File: src/design/acb_pkg.sv
// ----------------------------------------------------------------------------
// acb_pkg
// Shared codes, constants and control/status types of the ALU execute block.
// ----------------------------------------------------------------------------
package acb_pkg;

  localparam int unsigned DataW  = 32;
  localparam int unsigned KindW  = 5;
  localparam int unsigned CondW  = 2;
  localparam int unsigned CwW    = 2;
  localparam int unsigned DivSteps = 32;
  localparam int unsigned CntW   = $clog2(DivSteps);

  // stream payload widths (fields padded to whole bytes)
  localparam int unsigned InDataW  = 104;
  localparam int unsigned OutDataW = 136;

  // operation codes
  localparam logic [KindW-1:0] K_MOV  = 5'd0;
  localparam logic [KindW-1:0] K_ADD  = 5'd1;
  localparam logic [KindW-1:0] K_SUB  = 5'd2;
  localparam logic [KindW-1:0] K_MUL  = 5'd3;
  localparam logic [KindW-1:0] K_DIV  = 5'd4;
  localparam logic [KindW-1:0] K_CMP  = 5'd5;
  localparam logic [KindW-1:0] K_SHL  = 5'd6;
  localparam logic [KindW-1:0] K_SHR  = 5'd7;
  localparam logic [KindW-1:0] K_SAR  = 5'd8;
  localparam logic [KindW-1:0] K_AND  = 5'd9;
  localparam logic [KindW-1:0] K_OR   = 5'd10;
  localparam logic [KindW-1:0] K_XOR  = 5'd11;
  localparam logic [KindW-1:0] K_SWAP = 5'd12;
  localparam logic [KindW-1:0] K_LDL  = 5'd13;
  localparam logic [KindW-1:0] K_LDH  = 5'd14;
  localparam logic [KindW-1:0] K_NOT  = 5'd15;
  localparam logic [KindW-1:0] K_JMP  = 5'd16;
  localparam logic [KindW-1:0] K_JZ   = 5'd17;
  localparam logic [KindW-1:0] K_JP   = 5'd18;
  localparam logic [KindW-1:0] K_JN   = 5'd19;
  localparam logic [KindW-1:0] K_JNZ  = 5'd20;
  localparam logic [KindW-1:0] K_JNP  = 5'd21;
  localparam logic [KindW-1:0] K_JNN  = 5'd22;

  // condition codes
  localparam logic [CondW-1:0] COND_ZERO = 2'd0;
  localparam logic [CondW-1:0] COND_POS  = 2'd1;
  localparam logic [CondW-1:0] COND_NEG  = 2'd2;

  // compare widths
  localparam logic [CwW-1:0] CW_HALF = 2'd1;
  localparam logic [CwW-1:0] CW_BYTE = 2'd2;

  localparam logic [DataW-1:0] SEG_MASK = 32'hFFFF0000;
  localparam logic [DataW-1:0] OFS_MASK = 32'h0000FFFF;

  typedef struct packed {
    logic load;        // capture request operands
    logic mul_en;      // register the product
    logic div_start;   // seed the divider
    logic div_step;    // one quotient bit
    logic finish;      // write output register and condition
  } acb_cmd_t;

  typedef struct packed {
    logic is_mul;
    logic is_div;
    logic div_zero;
    logic out_free;    // output register empty or being drained
  } acb_sts_t;

endpackage

File: src/design/acb_ctrl.sv
// ----------------------------------------------------------------------------
// acb_ctrl
// Sequencer: accept, dispatch, multiply or divide iterations, write-back.
// ----------------------------------------------------------------------------
module acb_ctrl (
  input  logic             clk_i,
  input  logic             rst_ni,
  input  logic             in_valid_i,
  output logic             in_ready_o,
  input  acb_pkg::acb_sts_t sts_i,
  output acb_pkg::acb_cmd_t cmd_o
);
  import acb_pkg::*;

  typedef enum logic [2:0] {
    S_IDLE,
    S_DISPATCH,
    S_MUL,
    S_DIV,
    S_DONE
  } state_e;

  localparam logic [CntW-1:0] CntLast = CntW'(DivSteps - 1);

  state_e          state_q;
  logic [CntW-1:0] cnt_q;

  always_ff @(posedge clk_i or negedge rst_ni) begin
    if (!rst_ni) begin
      state_q <= S_IDLE;
      cnt_q   <= '0;
    end else begin
      case (state_q)
        S_IDLE: begin
          if (in_valid_i) state_q <= S_DISPATCH;
        end
        S_DISPATCH: begin
          cnt_q <= '0;
          if (sts_i.is_mul) begin
            state_q <= S_MUL;
          end else if (sts_i.is_div && !sts_i.div_zero) begin
            state_q <= S_DIV;
          end else begin
            state_q <= S_DONE;
          end
        end
        S_MUL: state_q <= S_DONE;
        S_DIV: begin
          cnt_q <= cnt_q + 1'b1;
          if (cnt_q == CntLast) state_q <= S_DONE;
        end
        S_DONE: begin
          if (sts_i.out_free) state_q <= S_IDLE;
        end
        default: state_q <= S_IDLE;
      endcase
    end
  end

  assign in_ready_o = (state_q == S_IDLE);

  always_comb begin
    cmd_o           = '0;
    cmd_o.load      = in_valid_i && (state_q == S_IDLE);
    cmd_o.div_start = (state_q == S_DISPATCH) && sts_i.is_div && !sts_i.div_zero;
    cmd_o.mul_en    = (state_q == S_MUL);
    cmd_o.div_step  = (state_q == S_DIV);
    cmd_o.finish    = (state_q == S_DONE) && sts_i.out_free;
  end

`ifndef SYNTHESIS
  // write-back never overruns a held result
  a_finish_free: assert property (@(posedge clk_i) disable iff (!rst_ni)
    cmd_o.finish |-> sts_i.out_free)
    else $error("finish issued while output register busy");

  // a divide runs all its steps before write-back
  a_div_count: assert property (@(posedge clk_i) disable iff (!rst_ni)
    (state_q == S_DIV && cnt_q != CntLast) |=> (state_q == S_DIV))
    else $error("divide left early");

  // after a write-back the block is ready for the next request
  a_finish_idle: assert property (@(posedge clk_i) disable iff (!rst_ni)
    cmd_o.finish |=> in_ready_o)
    else $error("not ready after finish");
`endif

endmodule

File: src/design/acb_dpath.sv
// ----------------------------------------------------------------------------
// acb_dpath
// Operand registers, ALU, registered multiplier, radix-2 divider,
// condition register and output register.
// ----------------------------------------------------------------------------
module acb_dpath (
  input  logic                          clk_i,
  input  logic                          rst_ni,
  input  acb_pkg::acb_cmd_t             cmd_i,
  output acb_pkg::acb_sts_t             sts_o,
  input  logic [acb_pkg::KindW-1:0]     in_kind_i,
  input  logic [acb_pkg::InDataW-1:0]   in_data_i,
  output logic                          out_valid_o,
  input  logic                          out_ready_i,
  output logic [acb_pkg::OutDataW-1:0]  out_data_o
);
  import acb_pkg::*;

  function automatic logic [CondW-1:0] cond_of(input logic [DataW-1:0] v);
    logic [CondW-1:0] c;
    if (v == '0) c = COND_ZERO;
    else if (v[DataW-1]) c = COND_NEG;
    else c = COND_POS;
    return c;
  endfunction

  // operand registers
  logic [KindW-1:0] kind_q;
  logic [DataW-1:0] a_q, b_q, ip_q;
  logic [CwW-1:0]   cw_q;

  // multiplier / divider
  logic [DataW-1:0] prod_q;
  logic [DataW-1:0] quo_q, rem_q, mb_q;
  logic [DataW-1:0] ma, mb;
  logic [DataW:0]   rem_sh, trial;
  logic             ge;

  // condition and output registers
  logic [CondW-1:0] cond_q, cond_d;
  logic             out_valid_q;
  logic [OutDataW-1:0] out_data_q;

  // ALU results
  logic [DataW-1:0] res, swp, rem, q_s, r_s, x, y, diff, cval, np, shl, shr, sar;
  logic             dw, sw, rw, flt, setc, taken, big;

  always_ff @(posedge clk_i) begin
    if (cmd_i.load) begin
      kind_q <= in_kind_i;
      a_q    <= in_data_i[31:0];
      b_q    <= in_data_i[63:32];
      cw_q   <= in_data_i[65:64];
      ip_q   <= in_data_i[97:66];
    end
    if (cmd_i.mul_en) prod_q <= a_q * b_q;
    if (cmd_i.div_start) begin
      quo_q <= ma;
      rem_q <= '0;
      mb_q  <= mb;
    end else if (cmd_i.div_step) begin
      quo_q <= {quo_q[DataW-2:0], ge};
      rem_q <= ge ? trial[DataW-1:0] : rem_sh[DataW-1:0];
    end
  end

  assign ma     = a_q[DataW-1] ? (DataW'(0) - a_q) : a_q;
  assign mb     = b_q[DataW-1] ? (DataW'(0) - b_q) : b_q;
  assign rem_sh = {rem_q, quo_q[DataW-1]};
  assign trial  = rem_sh - {1'b0, mb_q};
  assign ge     = !trial[DataW];

  assign q_s = (a_q[DataW-1] ^ b_q[DataW-1]) ? (DataW'(0) - quo_q) : quo_q;
  assign r_s = a_q[DataW-1] ? (DataW'(0) - rem_q) : rem_q;

  // shifts: counts of 32 or more flush out or sign fill
  assign big = |b_q[DataW-1:5];
  assign shl = big ? '0 : (a_q << b_q[4:0]);
  assign shr = big ? '0 : (a_q >> b_q[4:0]);
  assign sar = big ? {DataW{a_q[DataW-1]}} : DataW'($signed(a_q) >>> b_q[4:0]);

  always_comb begin
    case (cw_q)
      CW_HALF: begin
        x = {{16{a_q[15]}}, a_q[15:0]};
        y = {{16{b_q[15]}}, b_q[15:0]};
      end
      CW_BYTE: begin
        x = {{24{a_q[7]}}, a_q[7:0]};
        y = {{24{b_q[7]}}, b_q[7:0]};
      end
      default: begin
        x = a_q;
        y = b_q;
      end
    endcase
  end
  assign diff = x - y;

  always_comb begin
    res = '0; swp = '0; rem = '0;
    dw = 1'b0; sw = 1'b0; rw = 1'b0; flt = 1'b0; setc = 1'b0; taken = 1'b0;
    case (kind_q)
      K_MOV:  begin res = b_q; dw = 1'b1; end
      K_ADD:  begin res = a_q + b_q; dw = 1'b1; setc = 1'b1; end
      K_SUB:  begin res = a_q - b_q; dw = 1'b1; setc = 1'b1; end
      K_MUL:  begin res = prod_q; dw = 1'b1; setc = 1'b1; end
      K_DIV:  begin
        if (b_q == '0) begin
          flt = 1'b1;
        end else begin
          res = q_s; rem = r_s; dw = 1'b1; rw = 1'b1; setc = 1'b1;
        end
      end
      K_CMP:  setc = 1'b1;
      K_SHL:  begin res = shl; dw = 1'b1; setc = 1'b1; end
      K_SHR:  begin res = shr; dw = 1'b1; setc = 1'b1; end
      K_SAR:  begin res = sar; dw = 1'b1; setc = 1'b1; end
      K_AND:  begin res = a_q & b_q; dw = 1'b1; setc = 1'b1; end
      K_OR:   begin res = a_q | b_q; dw = 1'b1; setc = 1'b1; end
      K_XOR:  begin res = a_q ^ b_q; dw = 1'b1; setc = 1'b1; end
      K_SWAP: begin res = b_q; swp = a_q; dw = 1'b1; sw = 1'b1; end
      K_LDL:  begin res = (a_q & SEG_MASK) | (b_q & OFS_MASK); dw = 1'b1; end
      K_LDH:  begin res = {b_q[15:0], a_q[15:0]}; dw = 1'b1; end
      K_NOT:  begin res = ~a_q; dw = 1'b1; setc = 1'b1; end
      K_JMP:  taken = 1'b1;
      K_JZ:   taken = (cond_q == COND_ZERO);
      K_JP:   taken = (cond_q == COND_POS);
      K_JN:   taken = (cond_q == COND_NEG);
      K_JNZ:  taken = (cond_q != COND_ZERO);
      K_JNP:  taken = (cond_q != COND_POS);
      K_JNN:  taken = (cond_q != COND_NEG);
      default: ;
    endcase
  end

  assign cval   = (kind_q == K_CMP) ? diff : res;
  assign cond_d = setc ? cond_of(cval) : cond_q;
  assign np     = taken ? ((ip_q & SEG_MASK) | (b_q & OFS_MASK)) : ip_q;

  always_ff @(posedge clk_i or negedge rst_ni) begin
    if (!rst_ni) begin
      cond_q      <= COND_ZERO;
      out_valid_q <= 1'b0;
    end else begin
      if (cmd_i.finish) begin
        cond_q      <= cond_d;
        out_valid_q <= 1'b1;
      end else if (out_ready_i) begin
        out_valid_q <= 1'b0;
      end
    end
  end

  always_ff @(posedge clk_i) begin
    if (cmd_i.finish) begin
      out_data_q <= {1'b0, taken, np, flt, cond_d, rw, rem, sw, dw, swp, res};
    end
  end

  assign out_valid_o = out_valid_q;
  assign out_data_o  = out_data_q;

  assign sts_o.is_mul   = (kind_q == K_MUL);
  assign sts_o.is_div   = (kind_q == K_DIV);
  assign sts_o.div_zero = (b_q == '0);
  assign sts_o.out_free = !out_valid_q || out_ready_i;

`ifndef SYNTHESIS
  // a division fault writes nothing back
  a_fault_nowrite: assert property (@(posedge clk_i) disable iff (!rst_ni)
    (out_valid_q && out_data_q[101]) |-> (!out_data_q[64] && !out_data_q[98]))
    else $error("write enable set on division fault");

  // jumps never touch the condition
  a_jump_keeps_cond: assert property (@(posedge clk_i) disable iff (!rst_ni)
    (cmd_i.finish && kind_q >= K_JMP) |=> (cond_q == $past(cond_q)))
    else $error("condition changed by a jump");
`endif

endmodule

File: src/design/alu_with_condition_and_branch.sv
// ----------------------------------------------------------------------------
// alu_with_condition_and_branch
// Execute stage of a small virtual machine with a kept sign/zero condition.
// ----------------------------------------------------------------------------
// One request in, one result out. A request is taken only when the block is
// idle; it then passes through a dispatch state, the work itself and a
// write-back state that writes the output register. Multiply uses one
// registered 32x32 product; divide uses the radix-2 restoring divider that
// retires one quotient bit per cycle. Divide by zero skips the divider and
// raises fault. The block is ready again the cycle after write-back, so it
// takes no new request before it is through with the last one. A finished
// result sits in the output register while the next request is accepted
// and worked on; only the final write waits for the register to drain.
// The condition (zero/positive/negative) updates at write-back, so a jump
// always sees the condition left by the request before.
// ----------------------------------------------------------------------------
module alu_with_condition_and_branch (
  input  logic                           clk_i,
  input  logic                           rst_ni,
  // request stream
  input  logic                           s_axis_tvalid_i,
  output logic                           s_axis_tready_o,
  // tdata, from bit 0: first_operand[31:0], second_operand[63:32],
  //   compare_width[65:64], instruction_pointer[97:66], zero pad [103:98]
  input  logic [acb_pkg::InDataW-1:0]    s_axis_tdata_i,
  // tuser: kind[4:0]
  input  logic [acb_pkg::KindW-1:0]      s_axis_tuser_i,
  // result stream
  output logic                           m_axis_tvalid_o,
  input  logic                           m_axis_tready_i,
  // tdata, from bit 0: result[31:0], swapped_value[63:32], dest_write[64],
  //   source_write[65], remainder[97:66], remainder_write[98],
  //   condition_out[100:99], fault[101], next_pointer[133:102],
  //   branch_taken[134], zero pad [135]
  output logic [acb_pkg::OutDataW-1:0]   m_axis_tdata_o
);
  import acb_pkg::*;

  acb_cmd_t cmd;
  acb_sts_t sts;

  acb_ctrl u_ctrl (
    .clk_i      (clk_i),
    .rst_ni     (rst_ni),
    .in_valid_i (s_axis_tvalid_i),
    .in_ready_o (s_axis_tready_o),
    .sts_i      (sts),
    .cmd_o      (cmd)
  );

  acb_dpath u_dpath (
    .clk_i       (clk_i),
    .rst_ni      (rst_ni),
    .cmd_i       (cmd),
    .sts_o       (sts),
    .in_kind_i   (s_axis_tuser_i),
    .in_data_i   (s_axis_tdata_i),
    .out_valid_o (m_axis_tvalid_o),
    .out_ready_i (m_axis_tready_i),
    .out_data_o  (m_axis_tdata_o)
  );

endmodule

File: config.mk
export PLATFORM = sky130hd
export DESIGN_NAME = alu_with_condition_and_branch
export DESIGN_NICKNAME = d
export VERILOG_FILES = /design/src/design/acb_pkg.sv /design/src/design/acb_ctrl.sv /design/src/design/acb_dpath.sv /design/src/design/alu_with_condition_and_branch.sv
export SDC_FILE = /design/constraint.sdc
export NUM_CORES = 2
export LEC_CHECK = 0
export BUFFER_PORTS_ARGS = -buffer_cell sky130_fd_sc_hd__buf_4
export CAP_MARGIN = 20
export CORE_UTILIZATION = 58
export DETAILED_ROUTE_END_ITERATION = 10
export PLACE_DENSITY_LB_ADDON = 0.2
export SYNTH_ARGS = -nofsm -noshare
export SYNTH_HDL_FRONTEND = slang
export SYNTH_SLANG_ARGS = --single-unit
File: constraint.sdc
create_clock -name clk_i -period 8.25 [get_ports clk_i]
set_input_delay 1.2375 -clock clk_i [delete_from_list [all_inputs] [get_ports clk_i]]
set_output_delay 1.2375 -clock clk_i [all_outputs]
set_load 0.005 [all_outputs]
==> impl_metrics.env <==
export IMPL_grt_antenna_before_repair=10
export IMPL_ys_seq_elements=377
export IMPL_rows=101
export IMPL_io_pins=251
export IMPL_htreeDepth=2
export IMPL_final_hold_viol_count=0
export IMPL_holdCritPathClass="flop to flop"
export IMPL_grt_pass1_wl_um=266000
export IMPL_nets=5803
export IMPL_dr_pass1_iters=8
export IMPL_synth_cell_type_count=92
export IMPL_cpMaxStageDelayCell="fa_1"
export IMPL_worst_setup_path_end_kind="flop"
export IMPL_slew_viol_final=0
export IMPL_wire_per_inst_um=30.6
export IMPL_area_growth_syn_to_layout_pct=10.9
export IMPL_area_sequential_sq_mm=0.0109
export IMPL_core_area_sq_mm=0.0758
export IMPL_clkTransAtPathRegs_ns=0.06
export IMPL_slew_headroom=0.240
export IMPL_routed_wl_um=184000
export IMPL_slowest_delay_ns=0.55
export IMPL_tightest_slew_ns=1.13
export IMPL_yosysSeqAreaShare=0.247
export IMPL_cts_resized=0
export IMPL_synthesis_area_sq_mm=0.0443
export IMPL_rsz0062_at_grt="false"
export IMPL_status="finished clean"
export IMPL_ys_flop_type="edfxtp_1"
export IMPL_clock_path_buffers=3
export IMPL_finalCritPeriodShare=0.959
export IMPL_cp_start_kind="flop"
export IMPL_cts_setup_buffers=0
export IMPL_yosys_warnings=0
export IMPL_grt_max_degree=93
export IMPL_die_x_um=279
export IMPL_finClkSkew_ns=0.0524
export IMPL_drive_gt1_frac=0.130
export IMPL_io_buffers=243
export IMPL_max_cap_viol_count=0
export IMPL_hold_buffers=0
export IMPL_drc=0
export IMPL_vias=40900
export IMPL_async_flop_share=0.0292
export IMPL_critPathRequiredTime_ns=8.60
export IMPL_fillers=6246
export IMPL_first_iter_violations=6333
export IMPL_min_period_ns=7.91
export IMPL_multi_input_area_sq_mm=0.0302
export IMPL_crit_path_cell_trace="clkinv_1 -> buf_4 -> nor2_1 -> fa_1 -> inv_1 -> fa_1 -> fa_1 -> fa_1 -> inv_1 -> fa_1 -> fa_1 -> fa_1 -> fa_1 -> ha_1 -> o21a_1 -> o21ai_0 -> nand2b_1 -> nand2_1 -> nor4_1 -> buf_4 -> or3_1 -> a31o_2 -> a21oi_1 -> xnor2_1"
export IMPL_gp_congestion=1.06
export IMPL_arrival_ns=8.27
export IMPL_path_common_cell="fa_1"
export IMPL_numClockSinks=377
export IMPL_avgSynthCellArea_sq_um=9.15
export IMPL_place_hpwl_um=138000
export IMPL_die_h_um=279
export IMPL_cts_buffers_inserted=46
export IMPL_drtAntennaViolNets=0
export IMPL_cts_root_buf="clkbuf_16"
export IMPL_worstSkewPairLatency_ns=0.62
export IMPL_critPathKind="flop to flop"
export IMPL_fin_tns_setup_ns=0
export IMPL_worst_path_max_fanout=11
export IMPL_grt_ovfl_total=0
export IMPL_syn_inst=4846
export IMPL_setup_violations_final=0
export IMPL_start_util=0.585
export IMPL_track_usage=0.475
export IMPL_synth_edf_count=334
export IMPL_cts_tree="built"
export IMPL_fmax_mhz=126
export IMPL_vias_per_cell=6.81
export IMPL_grt_pass1_vias=39900
export IMPL_syn_nets=5659
export IMPL_design_die_area_sq_mm=0.0776
==> cells in the mapped netlist (20+ instances only) <==
master,n,area [sq um]
and3_1,28,175
a21oi_1,203,1020
nand2_1,447,1680
ha_1,289,3620
inv_1,494,1850
a21o_1,45,338
xnor2_1,231,2020
nor3_1,69,345
a211oi_1,37,278
o211ai_1,43,323
nor2b_1,25,156
dfxtp_1,32,641
nand3_1,52,260
nand4_1,36,225
o21a_1,26,195
edfxtp_1,334,10000
nand2b_1,43,269
a221oi_1,29,254
clkbuf_1,259,972
mux4_2,55,1240
nor2_1,604,2270
o31ai_1,48,360
fa_1,411,8230
mux2i_1,97,971
o21ai_0,206,1030
or3_1,32,200
buf_1,57,214
xor2_1,89,780
and2_1,42,263
o22ai_1,24,150
a22oi_1,24,180
or4_1,20,150
nor4_1,27,169
mux2_2,33,372
==> final timing paths <==
check | start | end | slack, ns | depth (start not counted)
worst min register to register | u_dpath.ip_q[30]$_DFFE_PP_ | u_dpath.out_data_o[132]$_DFFE_PP_ | 0.41 | 0
worst max register to register | u_dpath.b_q[4]$_DFFE_PP_ | u_dpath.prod_q[29]$_DFFE_PN_ | 0.34 | 24
worst min-delay path | u_dpath.ip_q[30]$_DFFE_PP_ | u_dpath.out_data_o[132]$_DFFE_PP_ | 0.41 | 0
worst max-delay path | u_dpath.b_q[4]$_DFFE_PP_ | u_dpath.prod_q[29]$_DFFE_PN_ | 0.34 | 24
min in group asynchronous | rst_ni | u_ctrl.cnt_q[0]$_DFFE_PN0P_ | 0.46 | 1
max in group asynchronous | rst_ni | u_ctrl.cnt_q[3]$_DFFE_PN0P_ | 7.59 | 1
==> layout by cell type (no fill, tap or decap), types with 41 or more instances in the layout <==
cell type | Yosys | routed
mux2i_1 | 97 | 97
nand3_1 | 52 | 52
o21ai_0 | 206 | 206
fa_1 | 411 | 411
o31ai_1 | 48 | 48
mux4_2 | 55 | 55
nand2_1 | 447 | 447
inv_1 | 494 | 491
buf_4 | 2 | 428
xnor2_1 | 231 | 231
o211ai_1 | 43 | 43
clkbuf_16 | 0 | 50
ha_1 | 289 | 289
a21oi_1 | 203 | 202
and2_1 | 42 | 41
nor3_1 | 69 | 67
a21o_1 | 45 | 45
edfxtp_1 | 334 | 334
nor2_1 | 604 | 600
xor2_1 | 89 | 89
nand2b_1 | 43 | 43
==> sequential cells by signal, summed over array words and instances, names as in the netlist <==
register	count
u_ctrl.cnt_q	5
u_dpath.prod_q	32
u_dpath.ip_q	32
u_dpath.b_q	32
u_dpath.mb_q	32
u_dpath.cw_q	2
u_dpath.quo_q	32
u_dpath.kind_q	5
u_ctrl.state_q	3
u_dpath.cond_q	2
u_dpath.out_data_o	135
u_dpath.a_q	32
u_dpath.rem_q	32
u_dpath.out_valid_o	1
==> through the flow <==
step	hold WS (ns)	instances	utilization	cell area (sq um)	worst slack [ns]
after floorplan	0.400	4846	-	44400	0.00764
after global placement	0.400	5920	0.628	47600	0.506
after detailed placement	0.405	5920	0.628	47600	0.424
after CTS	0.413	6006	0.648	49200	0.382
after global routing	0.417	6006	0.648	49200	0.108
final	0.413	6012	0.648	49200	0.338
==> critical path: cells and delay by family, from the launching register on <==
| family | cells | cell delay, ns |
|---|---|---|
| XOR/XNOR | 1 | 0.08 |
| flip-flops | 1 | 0.35 |
| AND/OR/NAND/NOR | 5 | 1.04 |
| adder cells (fa/ha/maj) | 9 | 4.12 |
| AO/OA/AOI/OAI | 4 | 0.83 |
| buffers and inverters | 5 | 1.24 |
==> cells by family (layout without fill, tap and decap cells) <==
kind of cell,Yosys count,after routing,synth area share
buffers and inverters,850,1032,0.0729
XOR/XNOR,320,320,0.0632
flip-flops,377,377,0.247
other,1,7,0.0000846
multiplexers,185,185,0.0582
AO/OA/AOI/OAI,911,911,0.138
AND/OR/NAND/NOR,1502,1502,0.153
adder cells (fa/ha/maj),700,700,0.267
==> layout make-up <==
cell class                 instances  share of cell area
multi-input combinational       3619               0.615
sequential                       377               0.223
timing repair buffer             430              0.0662
inverter                         516              0.0394
clock buffer                      63              0.0271
tap                              978              0.0249
clock inverter                    23             0.00471
antenna                            6            0.000305
==> per-layer routing <==
layer,wire (um),up-vias,global-route usage
li1,-,17000,-
met1,65600,19800,0.597
met2,75200,3206,0.684
met3,26500,963,0.162
met4,16900,10,0.337
met5,115,-,0
Power is left out: the tool's default activity adds up to more than one toggle a clock period on the data nets, which glitch-free logic cannot reach.
